--- config.mk ---
export PLATFORM = sky130hd
export DESIGN_NAME = nested_priority_interrupt_controller
export DESIGN_NICKNAME = d
export VERILOG_FILES = /design/src/npic_pkg.sv /design/src/npic_in_reg.sv /design/src/npic_core.sv /design/src/npic_out_reg.sv /design/src/nested_priority_interrupt_controller.sv
export SDC_FILE = /design/constraint.sdc
export NUM_CORES = 1
export LEC_CHECK = 0
export ABC_CLOCK_PERIOD_IN_PS = 4600
export BUFFER_PORTS_ARGS = -buffer_cell sky130_fd_sc_hd__buf_2
export CAP_MARGIN = 20
export CORE_AREA = 2 2 113 104
export DETAILED_ROUTE_END_ITERATION = 16
export DIE_AREA = 0 0 115 106
export PLACE_DENSITY = 0.49
export SYNTH_ARGS = -nofsm -noshare
export SYNTH_HDL_FRONTEND = slang
export SYNTH_SLANG_ARGS = --single-unit
--- constraint.sdc ---
create_clock -name clk -period 4.6 [get_ports clk]
set_clock_uncertainty 0.05 [all_clocks]
set_input_delay 0.46 -clock clk [delete_from_list [all_inputs] [get_ports clk]]
set_output_delay 0.46 -clock clk [all_outputs]
set_load 0.05 [all_outputs]
--- src/npic_pkg.sv ---
// shared types and constants for the nested priority interrupt controller
// no dependencies; imported by every module of the block
`default_nettype none

package npic_pkg;

    // default number of priority levels
    localparam int NPIC_NUM_LEVELS = 4;

    // fixed field widths
    localparam int LVL_W = 3;
    localparam int CNT_W = 4;

    // work count after reset
    localparam logic [CNT_W-1:0] WORK_RESET = 4'd5;

    // input beat kind
    typedef enum logic
    {
        OP_REQUEST = 1'b0,
        OP_TICK    = 1'b1
    } opcode_t;

    // result status codes
    typedef enum logic [2:0]
    {
        ST_IDLE    = 3'd0,
        ST_UNIT    = 3'd1,
        ST_PENDING = 3'd2,
        ST_ACCEPT  = 3'd3,
        ST_INVALID = 3'd4
    } status_t;

    // one registered input beat
    typedef struct packed
    {
        opcode_t          opcode;
        logic [LVL_W-1:0] prio;
    } item_t;

    // fixed-width part of one result beat
    typedef struct packed
    {
        status_t          status;
        logic [LVL_W-1:0] event_prio;
        logic [LVL_W-1:0] active;
    } res_t;

endpackage

`default_nettype wire

--- src/npic_in_reg.sv ---
// input register stage of the interrupt controller
// depends on npic_pkg (item_t, opcode_t)
`default_nettype none

module npic_in_reg import npic_pkg::*;
(
    input  wire logic             clk,
    input  wire logic             rst_n,
    input  wire logic             in_valid,
    output logic                  in_stall,
    input  wire logic             opcode,
    input  wire logic [LVL_W-1:0] request_priority,
    input  wire logic             advance,
    output logic                  item_valid,
    output item_t                 item
);

    logic  valid_reg;
    item_t item_reg;
    item_t item_next;

    // hold off only when a beat is parked here and the step cannot take it
    assign in_stall   = valid_reg && !advance;
    assign item_valid = valid_reg;
    assign item       = item_reg;

    always_comb
    begin
        item_next.opcode = opcode_t'(opcode);
        item_next.prio   = request_priority;
    end

    // valid flag
    always_ff @(posedge clk or negedge rst_n)
    begin
        if (!rst_n)
        begin
            valid_reg <= 1'b0;
        end
        else if (!in_stall)
        begin
            valid_reg <= in_valid;
        end
    end

    // payload capture
    always_ff @(posedge clk)
    begin
        if (!in_stall && in_valid)
        begin
            item_reg <= item_next;
        end
    end

endmodule

`default_nettype wire

--- src/npic_core.sv ---
// controller state and the combinational step logic for one beat
// depends on npic_pkg (item_t, res_t, status and opcode codes)
`default_nettype none

module npic_core import npic_pkg::*;
#(
    parameter int NUM_LEVELS = NPIC_NUM_LEVELS
)
(
    input  wire logic                              clk,
    input  wire logic                              rst_n,
    input  wire logic                              fire,
    input  wire item_t                             item,
    input  wire logic                              cfg_we,
    input  wire logic [CNT_W-1:0]                  cfg_data,
    output res_t                                   res,
    output logic [NUM_LEVELS-1:0]                  res_pending,
    output logic [$clog2(NUM_LEVELS+1)-1:0]        res_depth
);

    localparam int DEPTH_W = $clog2(NUM_LEVELS+1);

    // architectural state; the stack is a level mask plus a counter per level
    logic [NUM_LEVELS-1:0] pending_reg;
    logic [NUM_LEVELS-1:0] pending_next;
    logic [NUM_LEVELS-1:0] mask_reg;
    logic [NUM_LEVELS-1:0] mask_next;
    logic [LVL_W-1:0]      active_reg;
    logic [LVL_W-1:0]      active_next;
    logic [DEPTH_W-1:0]    depth_reg;
    logic [DEPTH_W-1:0]    depth_next;
    logic [CNT_W-1:0]      remain_reg [NUM_LEVELS];
    logic [CNT_W-1:0]      remain_next [NUM_LEVELS];
    logic [CNT_W-1:0]      work_reg;

    // step temporaries
    logic [CNT_W-1:0]      count;
    logic [LVL_W-1:0]      hp;
    logic                  start;
    logic [LVL_W-1:0]      act1;
    logic [NUM_LEVELS-1:0] mask1;
    logic [NUM_LEVELS-1:0] mask2;
    logic [DEPTH_W-1:0]    depth1;
    logic [CNT_W-1:0]      cur;
    logic [CNT_W-1:0]      rem_dec;
    logic [LVL_W-1:0]      below;
    status_t               status;
    logic [LVL_W-1:0]      event_prio;
    logic                  has_room;

    always_comb
    begin
        // a zero work count behaves as one
        count    = (work_reg == '0) ? CNT_W'(1) : work_reg;
        has_room = int'(depth_reg) < NUM_LEVELS;

        // highest pending level
        hp = '0;
        for (int k = 0; k < NUM_LEVELS; k++)
        begin
            if (pending_reg[k])
            begin
                hp = LVL_W'(k + 1);
            end
        end

        // defaults: state holds
        pending_next = pending_reg;
        mask_next    = mask_reg;
        active_next  = active_reg;
        depth_next   = depth_reg;
        for (int k = 0; k < NUM_LEVELS; k++)
        begin
            remain_next[k] = remain_reg[k];
        end
        status     = ST_IDLE;
        event_prio = '0;
        start      = 1'b0;
        act1       = active_reg;
        mask1      = mask_reg;
        mask2      = mask_reg;
        depth1     = depth_reg;
        cur        = '0;
        rem_dec    = '0;
        below      = '0;

        case (item.opcode)
            OP_REQUEST:
            begin
                if (item.prio == '0 || int'(item.prio) > NUM_LEVELS)
                begin
                    status = ST_INVALID;
                end
                else if (item.prio > active_reg)
                begin
                    // preempt: push the level with a fresh count when the stack has room
                    status     = ST_ACCEPT;
                    event_prio = item.prio;
                    if (has_room)
                    begin
                        for (int k = 0; k < NUM_LEVELS; k++)
                        begin
                            if (int'(item.prio) == k + 1)
                            begin
                                mask_next[k]   = 1'b1;
                                remain_next[k] = count;
                            end
                        end
                        depth_next  = depth_reg + DEPTH_W'(1);
                        active_next = item.prio;
                    end
                end
                else
                begin
                    // equal or lower: merge into pending
                    status     = ST_PENDING;
                    event_prio = item.prio;
                    for (int k = 0; k < NUM_LEVELS; k++)
                    begin
                        if (int'(item.prio) == k + 1)
                        begin
                            pending_next[k] = 1'b1;
                        end
                    end
                end
            end
            OP_TICK:
            begin
                // start the highest pending level if it outranks the active one and the stack has room
                start = (hp > active_reg) && has_room;
                if (start)
                begin
                    act1   = hp;
                    depth1 = depth_reg + DEPTH_W'(1);
                    for (int k = 0; k < NUM_LEVELS; k++)
                    begin
                        if (int'(hp) == k + 1)
                        begin
                            pending_next[k] = 1'b0;
                            mask1[k]        = 1'b1;
                        end
                    end
                end

                // work count of the top level
                for (int k = 0; k < NUM_LEVELS; k++)
                begin
                    if (int'(act1) == k + 1)
                    begin
                        cur = remain_reg[k];
                    end
                end
                if (start)
                begin
                    cur = count;
                end
                rem_dec = (cur != '0) ? cur - CNT_W'(1) : '0;

                if (depth1 == '0)
                begin
                    status      = ST_IDLE;
                    active_next = '0;
                end
                else
                begin
                    status     = ST_UNIT;
                    event_prio = act1;
                    for (int k = 0; k < NUM_LEVELS; k++)
                    begin
                        if (int'(act1) == k + 1)
                        begin
                            remain_next[k] = rem_dec;
                        end
                    end
                    mask_next   = mask1;
                    depth_next  = depth1;
                    active_next = act1;

                    // done: pop and resume the level below
                    if (rem_dec == '0)
                    begin
                        mask2 = mask1;
                        for (int k = 0; k < NUM_LEVELS; k++)
                        begin
                            if (int'(act1) == k + 1)
                            begin
                                mask2[k] = 1'b0;
                            end
                        end
                        for (int k = 0; k < NUM_LEVELS; k++)
                        begin
                            if (mask2[k])
                            begin
                                below = LVL_W'(k + 1);
                            end
                        end
                        mask_next   = mask2;
                        depth_next  = depth1 - DEPTH_W'(1);
                        active_next = below;
                    end
                end
            end
            default:
            begin
                status = ST_IDLE;
            end
        endcase
    end

    // result of this step
    always_comb
    begin
        res.status     = status;
        res.event_prio = event_prio;
        res.active     = active_next;
    end
    assign res_pending = pending_next;
    assign res_depth   = depth_next;

    // control state
    always_ff @(posedge clk or negedge rst_n)
    begin
        if (!rst_n)
        begin
            pending_reg <= '0;
            mask_reg    <= '0;
            active_reg  <= '0;
            depth_reg   <= '0;
        end
        else if (fire)
        begin
            pending_reg <= pending_next;
            mask_reg    <= mask_next;
            active_reg  <= active_next;
            depth_reg   <= depth_next;
        end
    end

    // work count register
    always_ff @(posedge clk or negedge rst_n)
    begin
        if (!rst_n)
        begin
            work_reg <= WORK_RESET;
        end
        else if (cfg_we)
        begin
            work_reg <= cfg_data;
        end
    end

    // per-level counters, meaningful only while the level is stacked
    always_ff @(posedge clk)
    begin
        if (fire)
        begin
            for (int k = 0; k < NUM_LEVELS; k++)
            begin
                remain_reg[k] <= remain_next[k];
            end
        end
    end

endmodule

`default_nettype wire

--- src/npic_out_reg.sv ---
// result register stage of the interrupt controller
// depends on npic_pkg (res_t)
`default_nettype none

module npic_out_reg import npic_pkg::*;
#(
    parameter int NUM_LEVELS = NPIC_NUM_LEVELS
)
(
    input  wire logic                              clk,
    input  wire logic                              rst_n,
    input  wire logic                              load,
    input  wire res_t                              res,
    input  wire logic [NUM_LEVELS-1:0]             res_pending,
    input  wire logic [$clog2(NUM_LEVELS+1)-1:0]   res_depth,
    output logic                                   advance,
    output logic                                   out_valid,
    input  wire logic                              out_stall,
    output logic [LVL_W-1:0]                       status,
    output logic [LVL_W-1:0]                       event_priority,
    output logic [LVL_W-1:0]                       active_level,
    output logic [NUM_LEVELS-1:0]                  pending_mask,
    output logic [$clog2(NUM_LEVELS+1)-1:0]        nesting_depth
);

    localparam int DEPTH_W = $clog2(NUM_LEVELS+1);

    logic                  valid_reg;
    res_t                  res_reg;
    logic [NUM_LEVELS-1:0] pending_reg;
    logic [DEPTH_W-1:0]    depth_reg;

    // room for a new beat when empty or the held beat leaves now
    assign advance   = !valid_reg || !out_stall;
    assign out_valid = valid_reg;

    assign status         = LVL_W'(res_reg.status);
    assign event_priority = res_reg.event_prio;
    assign active_level   = res_reg.active;
    assign pending_mask   = pending_reg;
    assign nesting_depth  = depth_reg;

    // valid flag
    always_ff @(posedge clk or negedge rst_n)
    begin
        if (!rst_n)
        begin
            valid_reg <= 1'b0;
        end
        else if (advance)
        begin
            valid_reg <= load;
        end
    end

    // result payload
    always_ff @(posedge clk)
    begin
        if (load)
        begin
            res_reg     <= res;
            pending_reg <= res_pending;
            depth_reg   <= res_depth;
        end
    end

endmodule

`default_nettype wire

--- src/nested_priority_interrupt_controller.sv ---
// Nested priority interrupt controller: each input beat is a request with a
// priority or a tick, and each one yields exactly one result beat. A request
// above the active level preempts and is stacked with a work count of ticks;
// others merge into the pending mask; a tick starts the highest pending level
// if it outranks the active one, then does one unit of the active level's work
// and pops it when the count runs out. The block takes one beat per clock
// while the result side does not stall; a beat passes the input register and
// then the result register, with the whole step and state update done between
// them. The work count register is written through cfg_valid/cfg_data, which
// is always ready; write it only while no beat is in flight. No clearing pass
// is run after reset.
// depends on npic_pkg, npic_in_reg, npic_core, npic_out_reg
`default_nettype none

module nested_priority_interrupt_controller import npic_pkg::*;
#(
    parameter int NUM_LEVELS = NPIC_NUM_LEVELS
)
(
    input  wire logic                              clk,
    input  wire logic                              rst_n,
    input  wire logic                              cfg_valid,
    output logic                                   cfg_ready,
    input  wire logic [CNT_W-1:0]                  cfg_data,
    input  wire logic                              in_valid,
    output logic                                   in_stall,
    input  wire logic                              opcode,
    input  wire logic [LVL_W-1:0]                  request_priority,
    output logic                                   out_valid,
    input  wire logic                              out_stall,
    output logic [LVL_W-1:0]                       status,
    output logic [LVL_W-1:0]                       event_priority,
    output logic [LVL_W-1:0]                       active_level,
    output logic [NUM_LEVELS-1:0]                  pending_mask,
    output logic [$clog2(NUM_LEVELS+1)-1:0]        nesting_depth
);

    localparam int DEPTH_W = $clog2(NUM_LEVELS+1);

    logic                  item_valid;
    item_t                 item;
    logic                  advance;
    logic                  fire;
    res_t                  res;
    logic [NUM_LEVELS-1:0] res_pending;
    logic [DEPTH_W-1:0]    res_depth;

    assign cfg_ready = 1'b1;
    assign fire      = item_valid && advance;

    // input register
    npic_in_reg u_in_reg
    (
        .clk              (clk),
        .rst_n            (rst_n),
        .in_valid         (in_valid),
        .in_stall         (in_stall),
        .opcode           (opcode),
        .request_priority (request_priority),
        .advance          (advance),
        .item_valid       (item_valid),
        .item             (item)
    );

    // state and step logic
    npic_core #(.NUM_LEVELS(NUM_LEVELS)) u_core
    (
        .clk         (clk),
        .rst_n       (rst_n),
        .fire        (fire),
        .item        (item),
        .cfg_we      (cfg_valid && cfg_ready),
        .cfg_data    (cfg_data),
        .res         (res),
        .res_pending (res_pending),
        .res_depth   (res_depth)
    );

    // result register
    npic_out_reg #(.NUM_LEVELS(NUM_LEVELS)) u_out_reg
    (
        .clk            (clk),
        .rst_n          (rst_n),
        .load           (fire),
        .res            (res),
        .res_pending    (res_pending),
        .res_depth      (res_depth),
        .advance        (advance),
        .out_valid      (out_valid),
        .out_stall      (out_stall),
        .status         (status),
        .event_priority (event_priority),
        .active_level   (active_level),
        .pending_mask   (pending_mask),
        .nesting_depth  (nesting_depth)
    );

    // input holds off only behind a stalled result
    assert property (@(posedge clk) disable iff (!rst_n)
        in_stall |-> (out_valid && out_stall))
        else $error("input stalled while result stage could move");

    // empty stack and idle active level go together
    assert property (@(posedge clk) disable iff (!rst_n)
        out_valid |-> ((nesting_depth == '0) == (active_level == '0)))
        else $error("nesting depth and active level disagree");

    // invalid requests and idle ticks name no level
    assert property (@(posedge clk) disable iff (!rst_n)
        (out_valid && (status == LVL_W'(ST_INVALID) || status == LVL_W'(ST_IDLE)))
        |-> (event_priority == '0))
        else $error("event priority set on invalid or idle result");

    // a processed unit concerns a level at or above the resulting active level
    assert property (@(posedge clk) disable iff (!rst_n)
        (out_valid && status == LVL_W'(ST_UNIT)) |-> (event_priority >= active_level))
        else $error("processed unit below active level");

endmodule

`default_nettype wire

### After elaboration in Yosys (flattened, before gate mapping)

Memories as Yosys holds them, arrays and structs flattened.
Cells that the tools add are included.
Widths: inputs -> output; s select.

| cells by class | value |
|---|---|
| add/subtract/negate cells | 3 |
| magnitude comparators | 4 |
| equal/unequal tests | 20 |
| multiplexer cells | 97 |
| bitwise gates (word level) | 1 |
| reduce and logical (&&, ||, !) cells | 19 |

Operators with widths:

| cell | number |
|---|---|
| $mux 4 | 25 |
| $mux 16 | 4 |
| $mux 3 | 21 |
| $mux 1 | 38 |
| $pmux 16 s2 | 1 |
| $eq 3x3->1 const B | 9 |
| $pmux 3 s2 | 4 |
| $reduce_and 6->1 | 4 |
| $pmux 4 s2 | 2 |
| $ne 2x1->1 const B | 6 |
| $eq 3x2->1 const B | 3 |
| $logic_not 4->1 | 2 |
| $gt 3x3->1 | 2 |
| $logic_not 3->1 | 2 |
| $logic_and 1x1->1 | 4 |
| $logic_not 1->1 | 4 |
| $mux 2 | 2 |
| $ne 2x2->1 const B | 2 |
| $reduce_bool 4->1 | 1 |
| $sub 4x1->4 const B | 1 |
| $add 3x1->3 const B | 1 |
| $gt 3x3->1 const B | 1 |
| $lt 3x3->1 const B | 1 |
| $sub 3x1->3 const B | 1 |
| 2 further kinds | 3 |

| word-level totals | value |
|---|---|
| register bits | 40 |
| bits in writable memories | 16 |
| bits of input ports | 13 |
| output and inout port bits | 19 |
| logic and storage cells | 162 |
| memories kept | 1 |

Memory list:

| memory | words | bits a word | read ports | clocked after Yosys merged registers in | write ports | RTL line | text |
|---|---|---|---|---|---|---|---|
| u_core.remain_reg | 4 | 4 | 4 | 0 | 4 | npic_core.sv:32 | `logic [CNT_W-1:0] remain_reg [NUM_LEVELS];` |

### Logic depth before layout (Yosys ltp)

| depth | value |
|---|---|
| word-level depth | 28 |
| depth in mapped cells | 16 |
| gate-level depth less buffers | 14 |

### By module

A second synthesis with hierarchy kept.

| second synthesis, totals | value |
|---|---|
| cell total of the unflattened synthesis | 292 |
| area total of the unflattened synthesis | 3198.1 sq um |

By module, submodules not included:

| module | times used | cells each | area each (sq um) |
|---|---|---|---|
| npic_core | 1 | 261 | 2486.1 |
| npic_out_reg | 1 | 19 | 516.7 |
| npic_in_reg | 1 | 9 | 177.7 |
| nested_priority_interrupt_controller | 1 | 3 | 17.5 |

### Least setup slack after synthesis

No wires, ideal clock.

| path | value |
|---|---|
| path type | flip-flop to flip-flop |
| from | register u_core.pending_reg[3] (netlist name) |
| to | memory u_core.remain_reg[0][0] (enable) |
| arrival | 3.312 ns |
| data required time | 4.178 ns |
| slack | 0.867 ns |
| cell stages (with the launch flop) | 14 |
| cells stage by stage | dfrtp_1 -> clkbuf_1 -> nor2_1 -> ha_1 -> nor2b_1 -> o31ai_1 -> nor2_1 -> clkbuf_1 -> xnor2_1 -> ha_1 -> ha_1 -> nor2b_1 -> o21ai_1 -> a211oi_1 |

RTL lines:

| item | RTL line |
|---|---|
| end: declaration | npic_core.sv:32 |

==> reports/results.ini <==
[clocking]
clock-sinks = 56
clockBufferDepth = 2
clk_pin_slew_ns = 0.08
clk_latency_ns = 0.30
hold_buffers = 0
cts_resized = 0
cts_tree = built
htreeDepth = 2
cts_setup_buffers = 0
root_buffer = clkbuf_16
cts_made_buffers = 5

[layout]
multi_input_area_um2 = 1490
fill_cells = 1185
seqCellArea_um2 = 1580
syn_to_final_growth_pct = 14.3
drive_gt1_share_pct = 19.8
largest_reg_flops = 16
finalNonFillerCells = 474
final_util_pct = 33.0
diodes = 0
postLayoutCellArea_um2 = 3670
nets = 361

[critical_path]
rr_worst_depth = 11
path_common_cell = ha_1
slowest_stage = dfrtp_1
path_cells = ha_1 > nand3_1 > o31ai_1 > nor2_1 > xnor2_1 > ha_1 > ha_1 > nand2b_1 > a21oi_1 > o21ai_0 > a21oi_1
r2r_slack_ns = 0.87
critPathArrivalTime_ns = 3.65
critPathMaxStageDelay_ns = 0.80
critPathTopFamily = compound AO/OA/AOI/OAI gates
crit_path_max_fanout = 19
end_kind = flip-flop
required_ns = 4.51
startpoint_type = flip-flop
startpoint = u_core.active_reg[0]
reg2reg_from = u_core.active_reg[0]
worstSetupPathType = reg2reg
r2r_end = u_core.remain_reg[3][3]
crit_buf_inv = 0

[detailed_routing]
wl_per_cell_um = 16.7
initialDrtViolationCount = 152
routed_wl_um = 7910
drc_errors = 0
via_count = 2520
dr.pass1.iters = 5
ant_nets = 0
via_per_inst = 5.32

[power_and_ir_drop]
ir_worst_vdd_mv = 0.356
power.leakage_nw = 1.43
power_density_nw_per_um2 = 840

[floorplan]
core_region_area_um2 = 11100
initial_utilization_pct = 28.9
rows = 37
die_area_um2 = 12200
boundaryPins = 32
die-width_um = 115
die_y_um = 106

[global_routing]
grt_pass1_wl_um = 12600
overflow = 0
grt_pass1_vias = 2378
grt_start_max_net_pins = 26
grt_use_total_pct = 13.4
antenna_found_initial = 0

[placed_design]
place_hpwl_um = 5900
port_buffers = 30
dp.cells = 466
placed_area_um2 = 3500
place_congestion = 0.925
dp_slack_ns = 0.891

[job]
drv_cap = 0

[timing]
grt_setup_unrepaired = no
maxSlewHeadroom_pct = 53.5
fin_crit_sh_pct = 81.2
timing.final.crit_period_ns = 3.73
tightest_slew_ns = 0.698
final.setup.tns_ns = 0
setup_viol = 0
finalHoldViolations = 0
fmax_mhz = 268
finalMaxSlewViolations = 0
setup_slack_ns = 0.867

[synthesis]
synth-seq-cells = 56
ys_seq_area_share_pct = 49.3
ys.flop_type = edfxtp_1
avgSynthCellArea_um2 = 10.5
async_flop_share_pct = 35.7
synth_top_area_cell = edfxtp_1
synthTopCellsByCount = edfxtp_1 (36), a21oi_1 (29), nor2_1 (25)
yosysWarnings = 0
yosysTopAreaCellShare_pct = 33.7
syn_area_um2 = 3210
yosysMostFrequentCell = edfxtp_1
synthTopCellsByArea = edfxtp_1 (34%), dfrtp_1 (14%), a21oi_1 (4.5%)
synthCells = 307
synth_nets = 331
synth_cell_type_count = 61
synth_edf_count = 36

[run_status]
status = completed

[min_path]
worstHoldPathType = in2async

per-layer routing:
metal | track usage (%) | vias to the layer above | routed length (µm)
li1 | - | 1204 | -
met1 | 20.2 | 1217 | 3980
met5 | 0 | - | 0
met4 | 4.30 | 0 | 178
met2 | 19.2 | 84 | 3320
met3 | 2.57 | 15 | 436
cell type report:
class	count	share of cell area (%)
sequential	56	43.2
inverter	11	1.13
multi-input combinational	224	40.6
timing repair buffer	39	5.93
clock inverter	2	0.443
clock buffer	6	4.09
tap	136	4.64
placed cells by master, fill, tap and decap left out, types with 7 or more instances in the layout:
master / n
buf_2: 30
mux2i_1: 10
inv_1: 10
dfrtp_1: 18
a21oi_1: 29
o21ai_0: 21
nand2_1: 22
nand2b_1: 7
nand3_1: 9
ha_1: 11
buf_4: 9
edfxtp_1: 36
nor2_1: 25
logic make-up after synthesis:
logic type      count (synthesis)  share of synthesized area (%)
xor+xnor                        4                           1.09
compound gates                 93                           19.1
other cells                     1                          0.117
fa+ha+maj                      11                           4.29
flops                          56                           49.3
buf+inv                        27                           4.29
simple gates                   99                           16.5
mux                            16                           5.34
stage by stage:
stage / power, mW / hold WS, ns
floorplan: 2.24 / 0.114
global placement: 2.65 / 0.423
detailed placement: 2.65 / 0.427
CTS: 3.08 / 0.102
global route: 3.28 / 0.122
finish: 3.08 / 0.0829
how the worst max path moves through the flow:
stage	end	slack, ns	cells after the start
after floorplan	u_core.remain_reg[0][0]	0.87	13
after global placement	u_core.remain_reg[3][0]	0.98	11
after detailed placement	u_core.remain_reg[3][2]	0.89	11
after CTS	u_core.remain_reg[3][1]	0.88	11
after global routing	u_core.remain_reg[3][1]	0.56	11
final	u_core.remain_reg[3][3]	0.87	11
power by group:
part	internal [mW]	switching (mW)
logic	0.680	1.12
clock network	0.237	0.182
registers	0.739	0.126
total	1.66	1.43
Note: power is estimated with default switching activity, not from simulation.
